<file path="src/design/rc4_pkg.sv">
// Shared constants, operation codes and interface structs for the RC4 block.
`timescale 1ns / 1ps

package rc4_pkg;

  localparam int TABLE_DEPTH = 256;
  localparam int KEY_DEPTH   = 256;

  localparam int BYTE_W = 8;
  localparam int TBL_AW = $clog2(TABLE_DEPTH);
  localparam int KEY_AW = $clog2(KEY_DEPTH);
  localparam int KCNT_W = $clog2(KEY_DEPTH + 1);
  localparam int LEN_W  = 9;
  localparam int DIV_W  = 10;

  typedef enum logic [1:0] {
    OP_LOAD  = 2'd0,
    OP_SCHED = 2'd1,
    OP_CRYPT = 2'd2
  } op_t;

  typedef struct packed {
    logic             start;
    logic [DIV_W-1:0] dividend;
  } mod_req_t;

  typedef struct packed {
    logic              clear;
    logic [KEY_AW-1:0] raddr;
  } key_ctl_t;

endpackage

</file>
<file path="src/design/rc4_mod_unit.sv">
// Modulo unit: reduces a sum modulo the active table length.
`timescale 1ns / 1ps

module rc4_mod_unit
  import rc4_pkg::*;
(
  input  logic              clk,
  input  logic              rst,
  input  mod_req_t          req,
  input  logic [LEN_W-1:0]  len,
  output logic              busy,
  output logic [TBL_AW-1:0] rem
);

  localparam int STEPS = DIV_W / 2;
  localparam int CNT_W = $clog2(STEPS);

  logic [LEN_W-1:0] part;
  logic [DIV_W-1:0] shreg;
  logic [CNT_W-1:0] cnt;
  logic             fast;
  logic [DIV_W-1:0] len_ext;
  logic [DIV_W-1:0] fast_val;
  logic [LEN_W-1:0] r1;
  logic [LEN_W-1:0] r2;

  function automatic logic [LEN_W-1:0] mod_step(input logic [LEN_W-1:0] r, input logic b,
                                                input logic [LEN_W-1:0] n);
    logic [LEN_W:0] s;
    s = {r, b};
    if (s >= {1'b0, n}) begin
      mod_step = LEN_W'(s - {1'b0, n});
    end else begin
      mod_step = s[LEN_W-1:0];
    end
  endfunction

  // A sum below twice the length needs at most one subtraction.
  assign len_ext  = DIV_W'(len);
  assign fast     = req.dividend < {len, 1'b0};
  assign fast_val = (req.dividend >= len_ext) ? (req.dividend - len_ext) : req.dividend;

  // Otherwise a restoring reduction runs two dividend bits per cycle.
  assign r1 = mod_step(part, shreg[DIV_W-1], len);
  assign r2 = mod_step(r1, shreg[DIV_W-2], len);

  always_ff @(posedge clk) begin
    if (rst) begin
      busy <= 1'b0;
    end else if (req.start) begin
      if (fast) begin
        rem  <= fast_val[TBL_AW-1:0];
        busy <= 1'b0;
      end else begin
        busy  <= 1'b1;
        part  <= '0;
        shreg <= req.dividend;
        cnt   <= '0;
      end
    end else if (busy) begin
      part  <= r2;
      shreg <= shreg << 2;
      cnt   <= cnt + 1'b1;
      if (cnt == CNT_W'(STEPS - 1)) begin
        rem  <= r2[TBL_AW-1:0];
        busy <= 1'b0;
      end
    end
  end

endmodule

</file>
<file path="src/design/rc4_key_store.sv">
// Key byte memory with its fill count.
`timescale 1ns / 1ps

module rc4_key_store
  import rc4_pkg::*;
(
  input  logic              clk,
  input  logic              rst,
  input  logic              load,
  input  logic [BYTE_W-1:0] load_data,
  input  key_ctl_t          ctl,
  output logic [BYTE_W-1:0] rd_data,
  output logic [KCNT_W-1:0] count
);

  logic [BYTE_W-1:0] key_mem [KEY_DEPTH];
  logic              has_room;

  // Bytes past the end of the store are dropped.
  assign has_room = count < KCNT_W'(KEY_DEPTH);

  always_ff @(posedge clk) begin
    if (load && has_room) begin
      key_mem[count[KEY_AW-1:0]] <= load_data;
    end
    rd_data <= key_mem[ctl.raddr];
  end

  always_ff @(posedge clk) begin
    if (rst) begin
      count <= '0;
    end else if (ctl.clear) begin
      count <= '0;
    end else if (load && has_room) begin
      count <= count + 1'b1;
    end
  end

endmodule

</file>
<file path="src/design/rc4_core.sv">
// Sequencer and permutation memory for key scheduling and keystream generation.
`timescale 1ns / 1ps

module rc4_core
  import rc4_pkg::*;
(
  input  logic              clk,
  input  logic              rst,
  input  logic              start_sched,
  input  logic              start_crypt,
  input  logic [BYTE_W-1:0] data,
  input  logic [LEN_W-1:0]  len,
  input  logic [BYTE_W-1:0] key_data,
  input  logic [KCNT_W-1:0] key_count,
  output key_ctl_t          key_ctl,
  output logic              busy,
  output logic              out_valid,
  output logic [BYTE_W-1:0] out_byte,
  output logic [BYTE_W-1:0] stream_byte
);

  typedef enum logic [3:0] {
    ST_IDLE,
    ST_FILL,
    ST_SH_RD,
    ST_SH_SUM,
    ST_SH_BW,
    ST_SH_SB,
    ST_SH_WB,
    ST_E_I,
    ST_E_IW,
    ST_E_SI,
    ST_E_JW,
    ST_E_SJ,
    ST_E_WJ,
    ST_E_TW,
    ST_E_OUT
  } state_t;

  state_t state;

  logic [BYTE_W-1:0] perm_mem [TABLE_DEPTH];
  logic              mem_we;
  logic [TBL_AW-1:0] mem_waddr;
  logic [BYTE_W-1:0] mem_wdata;
  logic [TBL_AW-1:0] mem_raddr;
  logic [BYTE_W-1:0] mem_rdata;

  logic [TBL_AW-1:0] a;
  logic [TBL_AW-1:0] b;
  logic [KEY_AW-1:0] k;
  logic [TBL_AW-1:0] last;
  logic              fill_sched;
  logic [BYTE_W-1:0] sa;
  logic [TBL_AW-1:0] i;
  logic [TBL_AW-1:0] j;
  logic [BYTE_W-1:0] si;
  logic [BYTE_W-1:0] data_q;
  logic [BYTE_W-1:0] kb;

  mod_req_t          mod_req;
  logic              mod_busy;
  logic [TBL_AW-1:0] mod_rem;

  rc4_mod_unit u_mod (
    .clk  (clk),
    .rst  (rst),
    .req  (mod_req),
    .len  (len),
    .busy (mod_busy),
    .rem  (mod_rem)
  );

  always_ff @(posedge clk) begin
    if (mem_we) begin
      perm_mem[mem_waddr] <= mem_wdata;
    end
    mem_rdata <= perm_mem[mem_raddr];
  end

  // An empty key behaves as one zero byte.
  assign kb   = (key_count != '0) ? key_data : '0;
  assign busy = (state != ST_IDLE);

  always_comb begin
    mem_we           = 1'b0;
    mem_waddr        = a;
    mem_wdata        = mem_rdata;
    mem_raddr        = a;
    mod_req.start    = 1'b0;
    mod_req.dividend = '0;
    key_ctl.clear    = 1'b0;
    key_ctl.raddr    = k;
    unique case (state)
      ST_FILL: begin
        mem_we    = 1'b1;
        mem_wdata = BYTE_W'(a);
      end
      ST_SH_SUM: begin
        mod_req.start    = 1'b1;
        mod_req.dividend = DIV_W'(b) + DIV_W'(mem_rdata) + DIV_W'(kb);
      end
      ST_SH_BW: mem_raddr = mod_rem;
      ST_SH_SB: begin
        mem_we    = 1'b1;
        mem_waddr = a;
        mem_wdata = mem_rdata;
      end
      ST_SH_WB: begin
        mem_we        = 1'b1;
        mem_waddr     = b;
        mem_wdata     = sa;
        key_ctl.clear = (a == last);
      end
      ST_E_I: begin
        mod_req.start    = 1'b1;
        mod_req.dividend = DIV_W'(i) + DIV_W'(1);
      end
      ST_E_IW: mem_raddr = mod_rem;
      ST_E_SI: begin
        mod_req.start    = 1'b1;
        mod_req.dividend = DIV_W'(j) + DIV_W'(mem_rdata);
      end
      ST_E_JW: mem_raddr = mod_rem;
      ST_E_SJ: begin
        mem_we           = 1'b1;
        mem_waddr        = i;
        mem_wdata        = mem_rdata;
        mod_req.start    = 1'b1;
        mod_req.dividend = DIV_W'(si) + DIV_W'(mem_rdata);
      end
      ST_E_WJ: begin
        mem_we    = 1'b1;
        mem_waddr = j;
        mem_wdata = si;
      end
      ST_E_TW: mem_raddr = mod_rem;
      default: begin
      end
    endcase
  end

  always_ff @(posedge clk) begin
    if (rst) begin
      // Reset refills the whole table with the identity.
      state       <= ST_FILL;
      a           <= '0;
      last        <= TBL_AW'(TABLE_DEPTH - 1);
      fill_sched  <= 1'b0;
      i           <= '0;
      j           <= '0;
      out_valid   <= 1'b0;
    end else begin
      out_valid <= 1'b0;
      unique case (state)
        ST_IDLE: begin
          if (start_sched) begin
            a          <= '0;
            last       <= TBL_AW'(len - 1'b1);
            fill_sched <= 1'b1;
            state      <= ST_FILL;
          end else if (start_crypt) begin
            data_q <= data;
            state  <= ST_E_I;
          end
        end
        ST_FILL: begin
          if (a == last) begin
            a     <= '0;
            b     <= '0;
            k     <= '0;
            state <= fill_sched ? ST_SH_RD : ST_IDLE;
          end else begin
            a <= a + 1'b1;
          end
        end
        ST_SH_RD:  state <= ST_SH_SUM;
        ST_SH_SUM: begin
          sa    <= mem_rdata;
          state <= ST_SH_BW;
        end
        ST_SH_BW: begin
          if (!mod_busy) begin
            b     <= mod_rem;
            state <= ST_SH_SB;
          end
        end
        ST_SH_SB:  state <= ST_SH_WB;
        ST_SH_WB: begin
          if (a == last) begin
            i     <= '0;
            j     <= '0;
            state <= ST_IDLE;
          end else begin
            a     <= a + 1'b1;
            k     <= ((KCNT_W'(k) + 1'b1) == key_count) ? '0 : k + 1'b1;
            state <= ST_SH_RD;
          end
        end
        ST_E_I:  state <= ST_E_IW;
        ST_E_IW: begin
          if (!mod_busy) begin
            i     <= mod_rem;
            state <= ST_E_SI;
          end
        end
        ST_E_SI: begin
          si    <= mem_rdata;
          state <= ST_E_JW;
        end
        ST_E_JW: begin
          if (!mod_busy) begin
            j     <= mod_rem;
            state <= ST_E_SJ;
          end
        end
        ST_E_SJ: state <= ST_E_WJ;
        ST_E_WJ: state <= ST_E_TW;
        ST_E_TW: begin
          if (!mod_busy) begin
            state <= ST_E_OUT;
          end
        end
        ST_E_OUT: begin
          out_valid   <= 1'b1;
          out_byte    <= data_q ^ mem_rdata;
          stream_byte <= mem_rdata;
          state       <= ST_IDLE;
        end
        default: state <= ST_IDLE;
      endcase
    end
  end

endmodule

</file>
<file path="src/design/rc4_stream_cipher.sv">
// RC4 stream cipher top level: length register, command decode and submodules.
// Key load: taken without raising busy. Encrypt: the result beat comes after the index
// updates, the swap and the lookup; a slow-path modulo reduction stalls it. Schedule:
// identity fill of L entries, then a swap per entry, via one read and one write port.
// Reset: synchronous; after it a pass over all 256 entries restores the identity table,
// busy high. Results are strobed for one cycle; the receiver cannot stall them.
`timescale 1ns / 1ps

module rc4_stream_cipher
  import rc4_pkg::*;
(
  input  logic              clk,
  input  logic              rst,
  input  logic              start,
  output logic              busy,
  input  logic [1:0]        op,
  input  logic [BYTE_W-1:0] data,
  input  logic              cfg_we,
  input  logic [LEN_W-1:0]  cfg_data,
  output logic              out_valid,
  output logic [BYTE_W-1:0] out_byte,
  output logic [BYTE_W-1:0] stream_byte
);

  // The length register; the effective length clamps it to 1..TABLE_DEPTH.
  logic [LEN_W-1:0] state_len;
  logic [LEN_W-1:0] eff_len;

  logic accept;
  logic load_key;
  logic start_sched;
  logic start_crypt;

  key_ctl_t          key_ctl;
  logic [BYTE_W-1:0] key_data;
  logic [KCNT_W-1:0] key_count;

  always_ff @(posedge clk) begin
    if (rst) begin
      state_len <= LEN_W'(256);
    end else if (cfg_we) begin
      state_len <= cfg_data;
    end
  end

  always_comb begin
    priority if (state_len == '0) begin
      eff_len = LEN_W'(1);
    end else if (state_len > LEN_W'(TABLE_DEPTH)) begin
      eff_len = LEN_W'(TABLE_DEPTH);
    end else begin
      eff_len = state_len;
    end
  end

  // A command beat is taken when start meets an idle block. The unused op code
  // is accepted and does nothing.
  assign accept      = start && !busy;
  assign load_key    = accept && (op == OP_LOAD);
  assign start_sched = accept && (op == OP_SCHED);
  assign start_crypt = accept && (op == OP_CRYPT);

  rc4_key_store u_key (
    .clk       (clk),
    .rst       (rst),
    .load      (load_key),
    .load_data (data),
    .ctl       (key_ctl),
    .rd_data   (key_data),
    .count     (key_count)
  );

  rc4_core u_core (
    .clk         (clk),
    .rst         (rst),
    .start_sched (start_sched),
    .start_crypt (start_crypt),
    .data        (data),
    .len         (eff_len),
    .key_data    (key_data),
    .key_count   (key_count),
    .key_ctl     (key_ctl),
    .busy        (busy),
    .out_valid   (out_valid),
    .out_byte    (out_byte),
    .stream_byte (stream_byte)
  );

endmodule

</file>
<file path="config.mk">
export PLATFORM = sky130hd
export DESIGN_NAME = rc4_stream_cipher
export DESIGN_NICKNAME = d
export VERILOG_FILES = /design/src/design/rc4_pkg.sv /design/src/design/rc4_mod_unit.sv /design/src/design/rc4_key_store.sv /design/src/design/rc4_core.sv /design/src/design/rc4_stream_cipher.sv
export SDC_FILE = /design/constraint.sdc
export NUM_CORES = 2
export LEC_CHECK = 0
export BUFFER_PORTS_ARGS = -buffer_cell sky130_fd_sc_hd__buf_4
export CAP_MARGIN = 0
export CORE_ASPECT_RATIO = 0.75
export CORE_MARGIN = 4
export CORE_UTILIZATION = 39
export DETAILED_ROUTE_END_ITERATION = 16
export REMOVE_ABC_BUFFERS = 1
export SLEW_MARGIN = 25
export SYNTH_ARGS = -nofsm -noshare
export SYNTH_HDL_FRONTEND = slang
export SYNTH_SLANG_ARGS = --single-unit
</file>
<file path="constraint.sdc">
create_clock -name clk -period 11.7 [get_ports clk]
set_input_delay 2.34 -clock clk [delete_from_list [all_inputs] [get_ports clk]]
set_output_delay 2.34 -clock clk [all_outputs]
set_load 0.005 [all_outputs]
</file>
* Yosys cells after proc, flatten, opt, wreduce, memory -nomap -nowiden *
Memories as Yosys holds them, arrays and structs flattened. A register that Yosys moved wholly into a read port is not among the register bits.
Index checks and enable logic that the tools add are counted.

cells by class
  add/subtract/negate cells = 14
  $lt $le $gt $ge = 6
  equal/unequal tests = 30
  muxes and demuxes = 56
  bitwise logic cells = 3
  reduce and logical (&&, ||, !) cells = 34

operator list
  cell                 count
  $mux 8               14
  $pmux 8 s3           3
  $pmux 8 s2           4
  $mux 9               7
  $pmux 4 s14          1
  $pmux 11 s4          1
  $ge 10x9->1          3
  $mux 10              3
  $eq 4x4->1 const B   7
  $mux 4               7
  $add 8x8->9          3
  $add 8x1->9 const B  2
  $sub 9x9->9          2
  $add 8x1->8 const B  2
  $eq 4x3->1 const B   4
  $ne 2x2->1 const B   8
  $reduce_and 4->1     4
  $reduce_and 3->1     4
  $reduce_bool 2->1    6
  $mux 1               11
  $add 10x8->10        1
  $lt 10x10->1         1
  $add 9x1->9 const B  1
  $eq 9x9->1           1
  other kinds (30)     43

word-level totals
  register bits after elaboration = 143
  memory bits (writable) = 4096
  bits of input ports = 23
  output and inout bits = 18
  logic and storage cells = 166
  memories kept = 2

memory list
  name             words  bits a word  rd ports  clocked after Yosys merged registers in  wr ports  line                 source
  u_core.perm_mem  256    8            1         1                                        1         rc4_core.sv:42       logic [BYTE_W-1:0] perm_mem [TABLE_DEPTH];
  u_key.key_mem    256    8            1         1                                        1         rc4_key_store.sv:16  logic [BYTE_W-1:0] key_mem [KEY_DEPTH];

* Logic depth before layout (Yosys ltp) *
  depth in word-level cells = 10
  mapped depth = 27
  depth with buffers taken out = 25

* By module *
Synthesis repeated with hierarchy kept, for this count alone.

second synthesis, totals
  cells, all modules = 9386
  area, all modules = 170415.9 um^2

by module, submodules not included
  module             times used  cells an instance  area each (um^2)  seq. area each (um^2)
  rc4_core           1           5217               87074.8           64101.5
  rc4_key_store      1           3842               79981.7           61839.3
  rc4_mod_unit       1           282                2914.0            920.9
  rc4_stream_cipher  1           45                 445.4             180.2

* Worst setup path after synthesis *
Ideal clock, no wire load.

  path type = register to register
  start point = register u_core.state[2]
  end point = memory u_core.perm_mem[0][6] (data pin)
  library setup time = 1.577 ns
  arrival time = 8.706 ns
  data required time = 10.123 ns
  slack = 1.417 ns
  stages on the path, launching flop included = 8
  buffers on the path = 3
  period minus slack after synthesis = 10.283 ns
  cell sequence = dfxtp_1 -> buf_4 -> nand2_1 -> nor3_1 -> clkbuf_1 -> clkbuf_1 -> a222oi_1 -> a21oi_1

between the ends
  word-level cells in the longest chain between the ends = 2
  elaborated cells between the ends (all ways) = 4
  classes of those cells = eq/ne (3); mux (1)

ends and longest elaborated chain
  element                                   line             source
  start, declared                           rc4_core.sv:40   state_t state;
  start signal, assigned                    rc4_core.sv:172  state <= fill_sched ? ST_SH_RD : ST_IDLE;
  $eq 4x4->1, or another cell as far along  rc4_core.sv:94   unique case (state)
  $pmux 8 s3 *                              rc4_core.sv:94
  named net u_core.mem_wdata[6]             rc4_core.sv:45   logic [BYTE_W-1:0] mem_wdata;
  end, declared                             rc4_core.sv:42

The timed path passes the listed nets; every way through them passes the cells marked *.

* Final worst setup path *
  start point = register u_key.count[4]
  end point = register u_core.u_mod.rem[3] (data pin)

between the ends
  word-level cells in the longest chain between the ends = 8
  elaborated cells between the ends (all ways) = 9
  classes of those cells = add/sub (2); order compare (1); mux (5); reduce/logical (1)

ends and longest elaborated chain
  element                                            line                 source
  start, declared                                    rc4_key_store.sv:13  output logic [KCNT_W-1:0] count
  start signal, assigned                             rc4_key_store.sv:35  count <= count + 1'b1;
  $reduce_bool 9->1 *                                rc4_core.sv:82       assign kb = (key_count != '0) ? key_data : '0;
  $mux 8 *                                           rc4_core.sv:82
  $add 10x8->10 *                                    rc4_core.sv:101      mod_req.dividend = DIV_W'(b) + DIV_W'(mem_rdata) + DIV_W'(kb);
  $pmux 11 s4 *                                      rc4_core.sv:94
  $sub 8x8->8 / $ge 10x9->1 (equally long branches)  rc4_mod_unit.sv:41   assign fast_val = (req.dividend >= len_ext) ? (req.dividend - len_ext) : req.dividend;
  $mux 8 *                                           rc4_mod_unit.sv:41
  $mux 8 *                                           rc4_mod_unit.sv:51   if (fast) begin
  $mux 8 *                                           rc4_mod_unit.sv:50   end else if (req.start) begin
  end signal, assigned                               rc4_mod_unit.sv:52   rem <= fast_val[TBL_AW-1:0];
  end signal, assigned                               rc4_mod_unit.sv:65   rem <= r2[TBL_AW-1:0];
  end, declared                                      rc4_mod_unit.sv:12   output logic [TBL_AW-1:0] rem

Every way passes the cells marked *; elsewhere a longest branch is shown, timed or not. The select of a mux whose other input is x is not followed.
A chain may end at the register's enable or synchronous reset.

==> metrics list <==
- Headroom to the max-slew limit came out at 13.8%.
- After clock tree synthesis, the repair step resized 0 gates.
- The tightest min-delay check is of the register to register type.
- Critical Path Sink Type: register
* CP Max Fanout: 16
- For this configuration, the core starts out at a cell density of 39.2%.
* Number of cell rows: 210
- For hold timing, the worst endpoint is u_core.fill_sched.
* Number of vias per cell after detailed routing: 5.96
- The max-slew violation total from the final report came to 0.
- The first global-routing pass estimated 723000 µm of wire.
* Cell internal pwr: 26.9 mW
* Top-area cell type share of the netlist area: 73.2%
- Synthesized area: 0.171 mm²
- Area share of fa/ha/maj cells after synthesis: 0.574%
- Routability-driven placement finished with a final weighted congestion of 0.902.
- Cell type with the largest total area after synthesis: sky130_fd_sc_hd__edfxtp_1
- GRT Residual Overflow: 0
- Top-level port count: 41
- The clock network accounts for 35.6% of the total power.
* HPWL Detailed: 307000 µm
- In this run the vertical extent of the chip is 582 µm.
* Most used flip-flop cell after synthesis: sky130_fd_sc_hd__edfxtp_1
* Critical path data required time: 12.34 ns
- Relative to the synthesized area, the layout overhead comes to 11.9%.
- Core ar.: 0.437 mm²
- Vias in the first global route: 95728
- Worst Hold Path Cells: 2
- Part of the cycle the worst path needs: 57.7%
- Buffers inserted during clock tree synthesis total 417.
- The finished cells cover 0.192 mm².
- Max-cap violations in this run came to 0.
- Once detail routing completed, the nets flagged for antenna violations numbered 0.
- Hold-fix buffer count after cts: 0
- Register bit count reported by yosys: 4255
- Capture instance of the worst register-to-register path: u_core.u_mod.rem[3]
- Fraction of final layout cells with drive strength greater than 1: 13.4%
- The first routing iteration left 15374 violations.
- The initial antenna violation count is 47.
- Number of I/O port buffers: 40
- The Yosys step of the flow raised 0 warnings.
- Derived from the worst setup path, the maximum achievable clock frequency is 148 MHz.
* Reg power frac: 47.6%
* Share of the synthesized area in compound gates (AO/OA/AOI/OAI): 6.65%
* Setup Buffers After CTS: 0
- TritonCTS built the clock tree.
* Total net switching power: 10.7 mW
- The completed layout was analyzed and its total power is 37.6 mW.
* Cells on worst reg2reg path: 20
- Global routing consumed, over all layers together, 21.9% of the routing resources.
- The routed design has 512000 µm of wire.
* Slowest CP cell: sky130_fd_sc_hd__nand4bb_1
- Mux contribution to synthesized area: 9.54%
* Count of final setup violators: 0
* Floorplan die area: 0.450 mm²
* Final core utilization: 43.9%
- Number of failing hold endpoints at the final stage: 0
- The synthesized design contains 4182 enable-type register cells.
* Number of clock sinks: 4255
- Via count of the routed design: 101531
- For the worst-skew pair, the clock arrives at the later sink with an insertion delay of 1.04 ns.
- In this run, the combinational gates consume 16.8% of the power.
- Walking the worst path, the cells encountered are nor2_1 -> nand2_1 -> nand4bb_1 -> and2_1 -> ha_1 -> fa_1 -> xor2_1 -> a222oi_1 -> inv_1 -> ha_1 -> nor2b_1 -> o21ai_0 -> nand2b_1 -> a21oi_1 -> nor2_1 -> o31ai_1 -> a21oi_1 -> nor3_2 -> mux2i_1 -> mux2i_1.
* Kind of critical path: register to register
- The cell sitting at the root of the clock tree is a sky130_fd_sc_hd__clkbuf_16.
* RSZ-0062 raised after global routing: false
- Outcome: finished clean
- The worst-case IR drop observed on VDD is 237 µV.
* Worst-Margin Slew: 1.28 ns
- Counting along the longest clock path gives a buffer depth of 4.
- The floorplan step set the die width to 774 µm.
* H-Tree Depth: 5
* Cell leakage power: 62.4 nW
- Commonest cells after routing, fill and taps aside: 4182 x sky130_fd_sc_hd__edfxtp_1, 1426 x sky130_fd_sc_hd__nand2_1, 706 x sky130_fd_sc_hd__a21oi_1, 671 x sky130_fd_sc_hd__nor2_1, 638 x sky130_fd_sc_hd__mux2i_1
- For this run, the detailed router's first-pass iteration total came to 6.
- Fraction of the mapped netlist area in simple logic gates: 6.69%
- For this run, design rule violations remaining after detail routing come to 0.
- Post-detailed-placement cell area: 0.178 mm²
* Start point of the worst hold path: u_core.fill_sched
- Number of instances in the synthesized netlist: 10824
* Crit path launch type: register
- Routed length per instance: 30.0 µm
- The worst path in the final design needs a cycle of 6.75 ns, including I/O delays and setup.
- Synth async-reset ratio: 0%
* Origin of the critical flop-to-flop path: u_key.count[4]
* Post-synthesis cell type count: 98
- After synthesis, the largest family of logic cells by area is multiplexers.
- After synthesis, the mean cell area works out to 15.8 µm².
- Commonest non-fill, non-tap cell in the layout: sky130_fd_sc_hd__edfxtp_1
* Register-to-register path setup slack: 4.95 ns
* Switch share: 28.5%
- Arrival time at the worst endpoint: 7.39 ns
- Largest stage delay on the critical path: 0.71 ns
- Clk_skew: 0.145 ns
- Proportion of synthesized chip area in sequential cells: 74.1%
- Clock transition at path regs: 0.06 ns
- Dividing total power by cell area gives a power density of 196 mW/mm².
* Xor and xnor fraction of the mapped netlist area: 0.439%
* Net total in the final layout: 10938
- Sorting the synthesized cells by area gives the leading types as sky130_fd_sc_hd__edfxtp_1 73%, sky130_fd_sc_hd__mux4_2 4.8%, sky130_fd_sc_hd__mux2i_1 3.7%.
* Largest net degree at the start of global routing: 177
-- cells in the mapped netlist, types with 10 or more instances --
cell and count:
sky130_fd_sc_hd__nor3_1 78, sky130_fd_sc_hd__a22oi_1 25, sky130_fd_sc_hd__nand3_1 210, sky130_fd_sc_hd__nor2_1 693, sky130_fd_sc_hd__a2111oi_0 21, sky130_fd_sc_hd__o21bai_1 12
sky130_fd_sc_hd__o31ai_1 10, sky130_fd_sc_hd__mux2i_1 640, sky130_fd_sc_hd__o21ai_0 264, sky130_fd_sc_hd__nand2_1 1440, sky130_fd_sc_hd__o211ai_1 19, sky130_fd_sc_hd__clkbuf_1 288
sky130_fd_sc_hd__a21oi_1 711, sky130_fd_sc_hd__buf_1 84, sky130_fd_sc_hd__mux4_2 368, sky130_fd_sc_hd__buf_6 38, sky130_fd_sc_hd__inv_1 45, sky130_fd_sc_hd__o32ai_1 12
sky130_fd_sc_hd__a221oi_1 22, sky130_fd_sc_hd__a222oi_1 13, sky130_fd_sc_hd__a32oi_1 37, sky130_fd_sc_hd__nand4_1 41, sky130_fd_sc_hd__or3_1 14, sky130_fd_sc_hd__buf_2 187
sky130_fd_sc_hd__and2_1 18, sky130_fd_sc_hd__a311oi_1 17, sky130_fd_sc_hd__mux2_2 148, sky130_fd_sc_hd__buf_4 60, sky130_fd_sc_hd__xnor2_1 40, sky130_fd_sc_hd__o221ai_1 152
sky130_fd_sc_hd__and3_1 93, sky130_fd_sc_hd__a211oi_1 92, sky130_fd_sc_hd__a21o_1 22, sky130_fd_sc_hd__nand2b_1 12, sky130_fd_sc_hd__ha_1 69, sky130_fd_sc_hd__xor2_1 46
sky130_fd_sc_hd__nor2b_1 21, sky130_fd_sc_hd__o21a_1 10, sky130_fd_sc_hd__nor4_1 50, sky130_fd_sc_hd__a21boi_0 14, sky130_fd_sc_hd__o22ai_1 211, sky130_fd_sc_hd__dfxtp_1 73
sky130_fd_sc_hd__a31oi_1 87, sky130_fd_sc_hd__edfxtp_1 4182
-- registers in the layout, summed over array words and instances (netlist names), 9 cells and up --
name / cells
u_core.perm_mem: 2048
u_key.key_mem: 2048
u_core.u_mod.shreg: 10
state_len: 9
u_core.u_mod.part: 9
u_key.count: 9
-- metal layers --
layer	vias up	part of all wire, %	global-route usage [%]
li1	42251	-	-
met1	52036	42	33.2
met2	6457	42	30.7
met3	767	13	6.40
met4	20	2.7	5.62
met5	-	0.023	0
-- logic make-up after synthesis --
family | Yosys count
adders and majority gates | 75
xor gates and xnor gates | 86
buffers and inverters | 707
DFF | 4255
muxes | 1156
and+or+nand+nor | 2723
AOI/OAI and AO/OA | 1822
-- final cells by class --
cell class / count / area (µm²)
Tap cell: 5830 / 7290
Antenna cell: 10 / 25.0
Clock inverter: 265 / 2550
Clock buffer: 508 / 11000
Fill cell: 37927 / 245000
Multi-Input combinational cell: 5862 / 41500
Sequential cell: 4255 / 127000
Inverter: 45 / 169
Timing Repair Buffer: 259 / 2370
-- stage by stage --
stage	setup WS, ns	instances	hold slack [ns]	TNS, ns
after floorplan	-16.29	10162	0.420	-271.78
after global placement	4.78	16246	0.444	0
after detailed placement	4.84	16248	0.440	0
after CTS	4.89	17021	0.449	0
after global routing	4.46	17026	0.490	0
final	4.95	17034	0.453	0
-- worst max-delay path, delay by kind of cell, from the launching register on --
family	cells	cell delay (ns)
AOI/OAI and AO/OA	5	1.44
adders and majority gates	3	1.06
DFF	1	0.39
and+or+nand+nor	8	2.84
xor gates and xnor gates	1	0.16
muxes	2	0.40
buffers and inverters	1	0.16
-- worst max-delay path by stage --
stage	startpoint	to	slack [ns]	cells after the start
2_1_floorplan	u_core.k[0]	u_core.k[0]	-16.29	8
3_3_place_gp	u_key.count[6]	u_core.u_mod.rem[2]	4.78	20
3_5_place_dp	u_core.state[3]	u_core.mem_rdata[6]	4.84	11
4_1_cts	u_key.count[6]	u_core.u_mod.rem[3]	4.89	20
5_1_grt	u_key.count[6]	u_core.u_mod.rem[3]	4.46	20
6_report	u_key.count[4]	u_core.u_mod.rem[3]	4.95	20
-- power groups by stage --
stage	logic [mW]	clock network, mW	registers (mW)
after floorplan	3.89	0	18.6
after global placement	5.99	0	18.2
after detailed placement	6.10	0	18.2
after CTS	6.12	13.5	17.9
after global routing	6.61	14.2	17.9
final	6.32	13.4	17.9
Note: power is estimated with default switching activity, not from simulation.
